--- src/hw/rtl/assert_macros.svh ---
// ----------------------------------------------------------------------------
// assertion macros
// shared concurrent assertion forms, sampled on clk, held off during reset
// ----------------------------------------------------------------------------
`ifndef ASSERT_MACROS_SVH
`define ASSERT_MACROS_SVH

// same-cycle implication
`define SRQ_ASSERT_IMP(label, ante, cons, msg) \
    label: assert property (@(posedge clk) disable iff (!rst_n) (ante) |-> (cons)) \
        else $error(msg);

// next-cycle implication
`define SRQ_ASSERT_NXT(label, ante, cons, msg) \
    label: assert property (@(posedge clk) disable iff (!rst_n) (ante) |=> (cons)) \
        else $error(msg);

`endif

--- src/hw/rtl/srq_pkg.sv ---
// ----------------------------------------------------------------------------
// srq_pkg
// shared constants and types of the sequenced ring queue
// ----------------------------------------------------------------------------
package srq_pkg;

    // slot count, a power of two so that the slot index is the low position bits
    localparam int DEPTH       = 16;
    localparam int DATA_WIDTH  = 64;
    localparam int COUNT_WIDTH = 32;
    localparam int IDX_W       = $clog2(DEPTH);
    localparam int WORD_W      = 64;

    typedef enum logic {
        FUNC_PUSH = 1'b0,
        FUNC_POP  = 1'b1
    } func_t;

    typedef enum logic [1:0] {
        ST_OK    = 2'd0,
        ST_FULL  = 2'd1,
        ST_EMPTY = 2'd2,
        ST_ZERO  = 2'd3
    } status_t;

    typedef enum logic {
        S_IDLE = 1'b0,
        S_EXEC = 1'b1
    } state_t;

    typedef struct packed {
        func_t              func;
        logic [WORD_W-1:0]  push_word;
    } req_beat_t;

    typedef struct packed {
        status_t            status;
        logic [WORD_W-1:0]  pop_word;
    } rsp_beat_t;

    // one request to both slot memories, shared address
    typedef struct packed {
        logic                   rd_en;
        logic                   seq_wr;
        logic                   data_wr;
        logic [IDX_W-1:0]       addr;
        logic [COUNT_WIDTH-1:0] seq;
        logic [DATA_WIDTH-1:0]  data;
    } mem_req_t;

endpackage

--- src/hw/rtl/srq_ram.sv ---
// ----------------------------------------------------------------------------
// srq_ram
// generic single-write, single-read ram with registered read data
// ----------------------------------------------------------------------------
module srq_ram #(
    parameter int WIDTH = 32,
    parameter int DEPTH = 16
) (
    input  logic                     clk,
    input  logic                     wr_en,
    input  logic [$clog2(DEPTH)-1:0] wr_addr,
    input  logic [WIDTH-1:0]         wr_data,
    input  logic                     rd_en,
    input  logic [$clog2(DEPTH)-1:0] rd_addr,
    output logic [WIDTH-1:0]         rd_data
);

    logic [WIDTH-1:0] mem [DEPTH];
    logic [WIDTH-1:0] rd_data_reg;

    always_ff @(posedge clk)
    begin
        if (wr_en)
        begin
            mem[wr_addr] <= wr_data;
        end
        if (rd_en)
        begin
            rd_data_reg <= mem[rd_addr];
        end
    end

    assign rd_data = rd_data_reg;

endmodule

--- src/hw/rtl/srq_engine.sv ---
// ----------------------------------------------------------------------------
// srq_engine
// position counters, sequence valid bits and read-modify-write sequencing
// ----------------------------------------------------------------------------
`include "assert_macros.svh"

module srq_engine (
    input  logic                                 clk,
    input  logic                                 rst_n,
    input  logic                                 req_valid,
    output logic                                 req_ready,
    input  srq_pkg::req_beat_t                   req,
    output logic                                 rsp_valid,
    input  logic                                 rsp_ready,
    output srq_pkg::rsp_beat_t                   rsp,
    output srq_pkg::mem_req_t                    mem_req,
    input  logic [srq_pkg::COUNT_WIDTH-1:0]      seq_rdata,
    input  logic [srq_pkg::DATA_WIDTH-1:0]       data_rdata
);

    srq_pkg::state_t                     state_reg, state_next;
    srq_pkg::func_t                      op_reg;
    logic [srq_pkg::DATA_WIDTH-1:0]      word_reg;
    logic [srq_pkg::IDX_W-1:0]           idx_reg;
    logic [srq_pkg::COUNT_WIDTH-1:0]     prod_reg, prod_next;
    logic [srq_pkg::COUNT_WIDTH-1:0]     cons_reg, cons_next;
    logic [srq_pkg::DEPTH-1:0]           seq_vld_reg, seq_vld_next;
    srq_pkg::rsp_beat_t                  rsp_reg, rsp_next;
    logic                                rsp_valid_reg, rsp_valid_next;

    logic                                accept;
    logic                                load;
    logic [srq_pkg::IDX_W-1:0]           rd_idx;
    logic [srq_pkg::COUNT_WIDTH-1:0]     cur_seq;
    logic [srq_pkg::COUNT_WIDTH-1:0]     cons_inc;

    assign accept    = req_valid && req_ready;
    assign req_ready = (state_reg == srq_pkg::S_IDLE);
    assign rd_idx    = (req.func == srq_pkg::FUNC_POP) ? cons_reg[srq_pkg::IDX_W-1:0]
                                                       : prod_reg[srq_pkg::IDX_W-1:0];
    // never-written entries read as their reset value, the slot index
    assign cur_seq   = seq_vld_reg[idx_reg] ? seq_rdata
                                            : srq_pkg::COUNT_WIDTH'(idx_reg);
    assign cons_inc  = cons_reg + srq_pkg::COUNT_WIDTH'(1);

    always_ff @(posedge clk or negedge rst_n)
    begin
        if (!rst_n)
        begin
            state_reg     <= srq_pkg::S_IDLE;
            prod_reg      <= '0;
            cons_reg      <= '0;
            seq_vld_reg   <= '0;
            rsp_valid_reg <= 1'b0;
        end
        else
        begin
            state_reg     <= state_next;
            prod_reg      <= prod_next;
            cons_reg      <= cons_next;
            seq_vld_reg   <= seq_vld_next;
            rsp_valid_reg <= rsp_valid_next;
        end
    end

    always_ff @(posedge clk)
    begin
        if (accept)
        begin
            op_reg   <= req.func;
            word_reg <= req.push_word[srq_pkg::DATA_WIDTH-1:0];
            idx_reg  <= rd_idx;
        end
        if (load)
        begin
            rsp_reg <= rsp_next;
        end
    end

    always_comb
    begin
        state_next     = state_reg;
        prod_next      = prod_reg;
        cons_next      = cons_reg;
        seq_vld_next   = seq_vld_reg;
        rsp_next       = '{status: srq_pkg::ST_OK, pop_word: '0};
        load           = 1'b0;
        mem_req        = '0;
        mem_req.addr   = idx_reg;
        mem_req.data   = word_reg;

        case (state_reg)
            srq_pkg::S_IDLE:
            begin
                if (accept)
                begin
                    mem_req.rd_en = 1'b1;
                    mem_req.addr  = rd_idx;
                    state_next    = srq_pkg::S_EXEC;
                end
            end
            srq_pkg::S_EXEC:
            begin
                // wait for the output register to free up
                if (!rsp_valid_reg || rsp_ready)
                begin
                    load       = 1'b1;
                    state_next = srq_pkg::S_IDLE;
                    if (op_reg == srq_pkg::FUNC_PUSH)
                    begin
                        if (word_reg == '0)
                        begin
                            rsp_next.status = srq_pkg::ST_ZERO;
                        end
                        else if (cur_seq == prod_reg)
                        begin
                            mem_req.seq_wr        = 1'b1;
                            mem_req.data_wr       = 1'b1;
                            mem_req.seq           = prod_reg + srq_pkg::COUNT_WIDTH'(1);
                            seq_vld_next[idx_reg] = 1'b1;
                            prod_next             = prod_reg + srq_pkg::COUNT_WIDTH'(1);
                        end
                        else
                        begin
                            rsp_next.status = srq_pkg::ST_FULL;
                        end
                    end
                    else
                    begin
                        if (cur_seq == cons_inc)
                        begin
                            mem_req.seq_wr        = 1'b1;
                            mem_req.seq           = cons_reg
                                                  + srq_pkg::COUNT_WIDTH'(srq_pkg::DEPTH);
                            seq_vld_next[idx_reg] = 1'b1;
                            cons_next             = cons_inc;
                            rsp_next.pop_word     = srq_pkg::WORD_W'(data_rdata);
                        end
                        else
                        begin
                            rsp_next.status = srq_pkg::ST_EMPTY;
                        end
                    end
                end
            end
            default:
            begin
                state_next = srq_pkg::S_IDLE;
            end
        endcase

        if (load)
        begin
            rsp_valid_next = 1'b1;
        end
        else if (rsp_ready)
        begin
            rsp_valid_next = 1'b0;
        end
        else
        begin
            rsp_valid_next = rsp_valid_reg;
        end
    end

    assign rsp_valid = rsp_valid_reg;
    assign rsp       = rsp_reg;

    `SRQ_ASSERT_IMP(a_wr_in_exec, mem_req.seq_wr, state_reg == srq_pkg::S_EXEC, "slot write outside exec")
    `SRQ_ASSERT_NXT(a_accept_exec, accept, state_reg == srq_pkg::S_EXEC, "accepted beat not executed")
    `SRQ_ASSERT_IMP(a_pop_nonzero, load && op_reg == srq_pkg::FUNC_POP && rsp_next.status == srq_pkg::ST_OK, rsp_next.pop_word != '0, "successful pop returned zero")
    `SRQ_ASSERT_IMP(a_occupancy, 1'b1, (prod_reg - cons_reg) <= srq_pkg::COUNT_WIDTH'(srq_pkg::DEPTH), "occupancy exceeds depth")

endmodule

--- src/hw/rtl/sequenced_ring_queue_top.sv ---
// ----------------------------------------------------------------------------
// sequenced_ring_queue_top
// bounded ring queue with a sequence number kept per slot
// ----------------------------------------------------------------------------
// Each request beat is a push of a data word or a pop of the oldest word, and
// gives exactly one response beat with a status (ok, full, empty or zero word
// rejected) and, on a successful pop, the word. A push uses slot
// producer_pos mod DEPTH when its sequence equals producer_pos; a pop uses
// slot consumer_pos mod DEPTH when its sequence equals consumer_pos + 1.
// Sequences and payloads live in two synchronous rams with registered read
// data. The accept cycle issues the slot read and enters the exec state,
// which checks the sequence, writes the slot back and loads the response
// register; a new request is accepted only once the engine is back in idle.
// The response register lets the next request be accepted while the
// previous response still waits; a held response stalls the following one
// in its check cycle. No clearing pass is needed after reset: a valid bit
// per slot makes an untouched sequence read as its slot index. DEPTH must
// be a power of two.
// ----------------------------------------------------------------------------
module sequenced_ring_queue_top (
    input  logic               clk,
    input  logic               rst_n,
    // request channel
    input  logic               req_valid,
    output logic               req_ready,
    input  srq_pkg::req_beat_t req,
    // response channel
    output logic               rsp_valid,
    input  logic               rsp_ready,
    output srq_pkg::rsp_beat_t rsp
);

    // shared slot address and write strobes for both rams
    srq_pkg::mem_req_t                mem_req;
    logic [srq_pkg::COUNT_WIDTH-1:0]  seq_rdata;
    logic [srq_pkg::DATA_WIDTH-1:0]   data_rdata;

    // control: counters, valid bits, check and write-back
    srq_engine u_engine (
        .clk        (clk),
        .rst_n      (rst_n),
        .req_valid  (req_valid),
        .req_ready  (req_ready),
        .req        (req),
        .rsp_valid  (rsp_valid),
        .rsp_ready  (rsp_ready),
        .rsp        (rsp),
        .mem_req    (mem_req),
        .seq_rdata  (seq_rdata),
        .data_rdata (data_rdata)
    );

    // per-slot sequence numbers
    srq_ram #(
        .WIDTH (srq_pkg::COUNT_WIDTH),
        .DEPTH (srq_pkg::DEPTH)
    ) u_seq_ram (
        .clk     (clk),
        .wr_en   (mem_req.seq_wr),
        .wr_addr (mem_req.addr),
        .wr_data (mem_req.seq),
        .rd_en   (mem_req.rd_en),
        .rd_addr (mem_req.addr),
        .rd_data (seq_rdata)
    );

    // per-slot payload words, written only by a successful push
    srq_ram #(
        .WIDTH (srq_pkg::DATA_WIDTH),
        .DEPTH (srq_pkg::DEPTH)
    ) u_data_ram (
        .clk     (clk),
        .wr_en   (mem_req.data_wr),
        .wr_addr (mem_req.addr),
        .wr_data (mem_req.data),
        .rd_en   (mem_req.rd_en),
        .rd_addr (mem_req.addr),
        .rd_data (data_rdata)
    );

endmodule
--- config.mk ---
export PLATFORM = sky130hd
export DESIGN_NAME = sequenced_ring_queue_top
export DESIGN_NICKNAME = d
export VERILOG_FILES = /design/src/hw/rtl/srq_pkg.sv /design/src/hw/rtl/srq_ram.sv /design/src/hw/rtl/srq_engine.sv /design/src/hw/rtl/sequenced_ring_queue_top.sv
export VERILOG_INCLUDE_DIRS = /design/src /design/src/hw/rtl
export SDC_FILE = /design/constraint.sdc
export NUM_CORES = 2
export LEC_CHECK = 0
export BUFFER_PORTS_ARGS = -buffer_cell sky130_fd_sc_hd__buf_2
export CAP_MARGIN = 20
export CORE_UTILIZATION = 45
export DETAILED_ROUTE_END_ITERATION = 7
export PLACE_DENSITY = 0.65
export SYNTH_ARGS = -nofsm -noshare
export SYNTH_HDL_FRONTEND = slang
export SYNTH_SLANG_ARGS = --single-unit
--- constraint.sdc ---
create_clock -name clk -period 18.4 [get_ports clk]
set_input_delay 0.92 -clock clk [delete_from_list [all_inputs] [get_ports clk]]
set_output_delay 0.92 -clock clk [all_outputs]
set_load 0.02 [all_outputs]
# [Word-level counts from Yosys, hierarchy flattened]
# Memory sizes are Yosys's and may differ from the RTL's. A register that Yosys moved wholly into a read port is not among the register bits.
# Cells that the tools add are included.
# W data, S select, Z words.
[word_totals] ff_bits=217 mem_count=2 romBits=0 ramBits=1536 elab_cells=77 latch_bits=0
[mem_list] memory="u_data_ram.mem" words=16 word_bits=64 rd=1 rd_ports_with_merged_regs=1 write_ports=1 line_no="srq_ram.sv:18" source="logic [WIDTH-1:0] mem [DEPTH];"
[mem_list] memory="u_seq_ram.mem" words=16 word_bits=32 rd=1 rd_ports_with_merged_regs=1 write_ports=1 line_no="srq_ram.sv:18"
[op_classes] mul=0 addsub=3 div_mod_pow=0 n_eq_ne=4 shift=0 reduce_logical=11 mux=41 bitwise=4 magnitude_cmp=2
[op_table] op="$mux W32" count=7
[op_table] op="$add A32 B1 Y32 const B" count=2
[op_table] op="$eq A32 B32 Y1" count=2
[op_table] op="$logic_not A64 Y1" count=1
[op_table] op="$mux W16" count=4
[op_table] op="$add A32 B5 Y32 const B" count=1
[op_table] op="$mux W1" count=17
[op_table] op="$or A16 B16 Y16" count=1
[op_table] op="$mux W2" count=7
[op_table] op="$mux W4" count=3
[op_table] op="$reduce_and A5 Y1" count=2
[op_table] op="$lt A4 B5 Y1 const B" count=1
[op_table] op="$bmux W1 S4" count=1
[op_table] op="$demux W1 S4" count=1
[op_table] op="$ge A4 B1 Y1 const B" count=1
[op_table] op="$reduce_and A4 Y1" count=1
[op_table] op="$reduce_bool A2 Y1" count=2
[op_table] op="$not A1 Y1" count=3
[op_table] op="$logic_and A1 B1 Y1" count=2
[op_table] op="$ne A2 B1 Y1 const B" count=1
[op_table] op="$ne A2 B2 Y1 const B" count=1
[op_table] op="$pmux W1 S2" count=1
[op_table] op="$reduce_and A2 Y1" count=1
[op_table] op="$logic_not A1 Y1" count=1
[op_table] op="$logic_or A1 B1 Y1" count=1

# [Longest topological paths before layout]
[logic_depth] ltp_word=11 ltp_mapped=15 mapped_depth_nobuf=10

# [Hierarchy]
# From an unflattened synthesis, not the netlist that was laid out.
[unflattened] cells_unflattened=3731 hier_area_um2=73191.4
[by_module_without_submodules] mod="srq_ram (u_data_ram)" seq_area_each_um2=32671.3 n_inst=1 cells_each=1647 area_per_inst_um2=40222.3
[by_module_without_submodules] mod="srq_ram (u_seq_ram)" seq_area_each_um2=16335.7 n_inst=1 cells_each=838 area_per_inst_um2=20174.3
[by_module_without_submodules] mod="srq_engine" seq_area_each_um2=6065.8 n_inst=1 cells_each=1246 area_per_inst_um2=12794.8

# [Least setup slack after synthesis]
# No wires, ideal clock.
[synth_path] kind="in2reg" start="input req[64] in the netlist's numbering" end="memory u_data_ram.mem[1][0] in the netlist's numbering (enable)" arrival_ns=7.399 stages=9 path_slack_ns=10.436 n_path_buf=4 setup_ns=0.565 required_time_ns=17.835 path_cell_list="clkbuf_1 -> mux2i_1 -> o21a_1 -> inv_1 -> clkbuf_1 -> buf_1 -> clkbuf_1 -> nand2_1 -> nor3_1"
[synth_via] elab_chain_len=3
[synth_lines] element="start, declared" line_no="sequenced_ring_queue_top.sv:26" source="input srq_pkg::req_beat_t req,"
[synth_lines] element="$mux W4" line_no="srq_engine.sv:39" source="assign rd_idx = (req.func == srq_pkg::FUNC_POP) ? cons_reg[srq_pkg::IDX_W-1:0]"
[synth_lines] element="$mux W4"
[synth_lines] element="$mux W4" line_no="srq_engine.sv:92" source="case (state_reg)"
[synth_lines] element="end, declared" line_no="srq_ram.sv:18"
# No other way between the ends.

# [Worst setup path in the final report]
[layout_path] start="register u_engine.idx_reg[1] in the netlist's numbering" end="memory u_data_ram.mem[0][61] in the netlist's numbering (enable)"
[layout_via] elab_chain_len=11 elab_cells_between_ends=13
[layout_lines] element="start, declared" line_no="srq_engine.sv:24" source="logic [srq_pkg::IDX_W-1:0] idx_reg;"
[layout_lines] element="start signal, assigned" line_no="srq_engine.sv:72" source="idx_reg <= rd_idx;"
[layout_lines] element="$bmux W1 S4" line_no="srq_engine.sv:42" source="assign cur_seq = seq_vld_reg[idx_reg] ? seq_rdata"
[layout_lines] element="$mux W1 (implied by the code)" line_no="srq_engine.sv:42"
[layout_lines] element="$mux W32" line_no="srq_engine.sv:42"
[layout_lines] element="$eq A32 B32 Y1" line_no="srq_engine.sv:115" source="else if (cur_seq == prod_reg)"
[layout_lines] element="$mux W2" line_no="srq_engine.sv:115"
[layout_lines] element="$mux W2" line_no="srq_engine.sv:111" source="if (word_reg == '0)"
[layout_lines] element="$mux W1" line_no="srq_engine.sv:109" source="if (op_reg == srq_pkg::FUNC_PUSH)"
[layout_lines] element="$mux W2" line_no="srq_engine.sv:105" source="if (!rsp_valid_reg || rsp_ready)"
[layout_lines] element="$mux W2" line_no="srq_engine.sv:92"
[layout_lines] element="$mux W1" line_no="srq_ram.sv:23" source="if (wr_en)"
[layout_lines] element="$mux W1 (implied by the code)" line_no="srq_ram.sv:25" source="mem[wr_addr] <= wr_data;"
# Several ways; a longest one is shown, not always the timed one. The select of a mux whose other input is x is not followed.

==> metrics.yaml <==
outcome: "finished, violations left"
violations: "DRC"
routed_wl_mm: 180
wl_per_cell_um: 27.7
row_count: 148
cp.required_ns: 18.78
drv_cap: 0
synth_flop_cell: "edfxtp_1"
cts-root-buf: "clkbuf_16"
cp-end-kind: "flop"
netlist_area_sq_um: 73700
cts.path.max_buffers: 3
synthCells: 4005
worst-path-max-fanout: 57
maxSlewViolCount: 0
overflow: 0
async_flop_share_pct: 4.43
yosys.area.top_type: "edfxtp_1"
r2r-start: "u_engine.idx_reg[1]"
dpl_cell_area_sq_um: 77100
regToRegSetupSlack_ns: 11.71
final_cell_area_sq_um: 83000
fin_tns_setup_ns: 0
antenna_left: 0
synth-edff-count: 1763
synth_top_area_share_pct: 71.8
crit_arrival_ns: 7.07
dieArea_sq_um: 165000
grt_max_degree: 141
fin_total_pwr_mw: 10.1
initial_utilization_pct: 45.3
ys_types: 88
fillers: 13100
skew_ns: 0.0623
dp.cells: 6150
drtIter0Drc: 3949
critPathLaunchType: "flop"
power_per_cell_area_nw_per_um2: 122
antenna_found_initial: 9
crit_type: "reg2reg"
core_area_sq_um: 163000
multiInputGateArea_sq_um: 17700
syn_to_final_growth_pct: 12.7
ir_drop_uv: 103
min_period_ns: 6.69
layout.nets: 4242
ys_seq_elements: 1849
yosys_warnings: 0
p_leak_nw: 27.3
grt_pass1_wl_mm: 262
setup_ws_ns: 11.71
drive_gt1_share_pct: 21.9
setup_viol: 0
vias: 38500
r2r_cells: 11
die_w_um: 407
postCtsSetupBuffers: 0
min_path_type: "in2async"
dp.final_hpwl_mm: 96.7
fin_crit_sh_pct: 36.4
ys_seq_area_share_pct: 74.7
grt_usage_pct: 21.8
cts_buffers: 183
seq_area_sq_um: 55100
finalHoldViolCount: 0
path_clk_slew_ns: 0.06
dr.pass1.iters: 8
cts_resized: 0
syn-num-nets: 4077
fmax_ghz: 0.149
ctsHoldBuffers: 0
grt_pass1_vias: 38500
clock_sinks: 1849
io_pins: 137
drcViolationCount: 11
clk_latency_ns: 0.82
fp.dieH_um: 407
avgSynthCellArea_sq_um: 18.4
cts_tree: "yes"
gp_congestion: 0.921
largest_register_ff_count: 1024
tightest_slew_ns: 1.35
viasPerCell: 5.92
cts_max_level: 4
yosys-top-cells-area: "edfxtp_1 (72%), mux4_2 (12%), dfrtp_1 (2.8%), nand2_1 (2.4%), xnor2_1 (1.4%)"
place_ws_ns: 11.83
rsz0062_at_grt: "no"
layoutNonFillerInstCount: 6500
r2r-end: "u_data_ram.mem[0][61]"
relSlewSlack_pct: 10.0
io_buffers: 136
worst max path at each step:
stage                                    from                     to  slack [ns]
final                     u_engine.idx_reg[1]  u_data_ram.mem[0][61]       11.71
after global routing      u_engine.idx_reg[1]   u_seq_ram.mem[3][13]       11.26
after CTS                 u_engine.idx_reg[1]  u_seq_ram.mem[12][18]       11.81
after detailed placement  u_engine.idx_reg[1]   u_seq_ram.mem[4][18]       11.83
after global placement    u_engine.idx_reg[1]  u_data_ram.mem[0][46]       11.94
after floorplan                       req[64]   u_data_ram.mem[1][0]       10.44
per-layer routing:
layer	GRT usage [%]	wire, um	up-vias
li1	-	-	16300
met1	29.5	72900	20400
met2	36.4	90100	1488
met3	3.71	12100	292
met4	6.45	4610	8
met5	0	53	-
synth_stat cells (4+ instances only):
cell          n
a211oi_1      4
nor2_1       63
o32ai_1       7
xor2_1       52
and4_1       13
nand4_1      45
o21ai_0      31
clkbuf_1    162
mux4_2      384
nor4_1       56
nor2b_1      10
o2111ai_1     5
dfrtp_1      82
nand2_1     465
or3_1         5
o2bb2ai_1     4
nor4bb_1      6
buf_4        10
a22o_1        4
edfxtp_1   1763
a22oi_1       6
nand3b_1      9
nand2b_1     11
xnor3_1       4
clkbuf_2      5
nand4_2       4
or4_1         4
o211ai_1      9
a32o_1        4
mux2i_1      13
buf_1        54
nor3_1       39
buf_2        23
a31oi_1     103
o22ai_1      35
and3_1      120
o21bai_1     17
inv_1        28
dfxtp_1       4
or2_2         4
o21a_1        5
xnor2_1     120
nand3_1      57
a21oi_1      25
and2_1       68
power breakdown:
group,total [mW],switching [mW],internal [mW]
Sequential,5.03,0.178,4.85
Clock,3.65,1.58,2.07
Combinational,1.47,0.836,0.631
Total,10.1,2.59,7.56
layout by cell type (no fill, tap or decap), types with 55 or more instances in the layout:
cell          n
a31oi_1     103
and2_1       68
and3_1      120
buf_2       136
buf_4        94
clkbuf_16   187
dfrtp_1      82
edfxtp_1   1763
mux4_2      384
nand2_1     464
nand3_1      57
nor4_1       55
xnor2_1     120
metrics by stage:
stage | utilization (%) | hold slack [ns]
final | 51.1 | 0.0864
after detailed placement | 47.4 | 0.462
after global routing | 51.1 | 0.0969
after floorplan | - | 0.442
after CTS | 51.0 | 0.0628
after global placement | 47.4 | 0.462
critical path: stages (launching register included):
cell and delay, ns:
dfxtp_1 0.87, mux2i_1 0.23, a22o_1 0.35, nor3_2 0.86
nor2_2 0.44, o32ai_1 0.25, nand4_1 0.28, nor4_2 0.89
nand2_2 0.05, buf_4 0.41, nor3_2 0.62, buf_4 0.95
final cells by class:
class                      count  share of cell area [%]
timing repair buffer         237                    1.81
antenna                        3                 0.00904
multi-input combinational   1870                    21.3
inverter                      29                   0.173
clock buffer                 229                    5.83
tap                         2175                    3.28
clock inverter               108                    1.28
sequential                  1849                    66.3
logic make-up (layout without fill, tap and decap cells):
group	after synthesis	count (layout)	synth area share [%]
mux	400	400	12.0
compound gates	285	285	2.59
simple gates	1004	1004	6.85
other cells	0	3	0
fa+ha+maj	3	3	0.0509
flops	1849	1849	74.7
xor+xnor	178	178	2.23
buf+inv	286	603	1.59
Power figures use the tool's default switching activity.
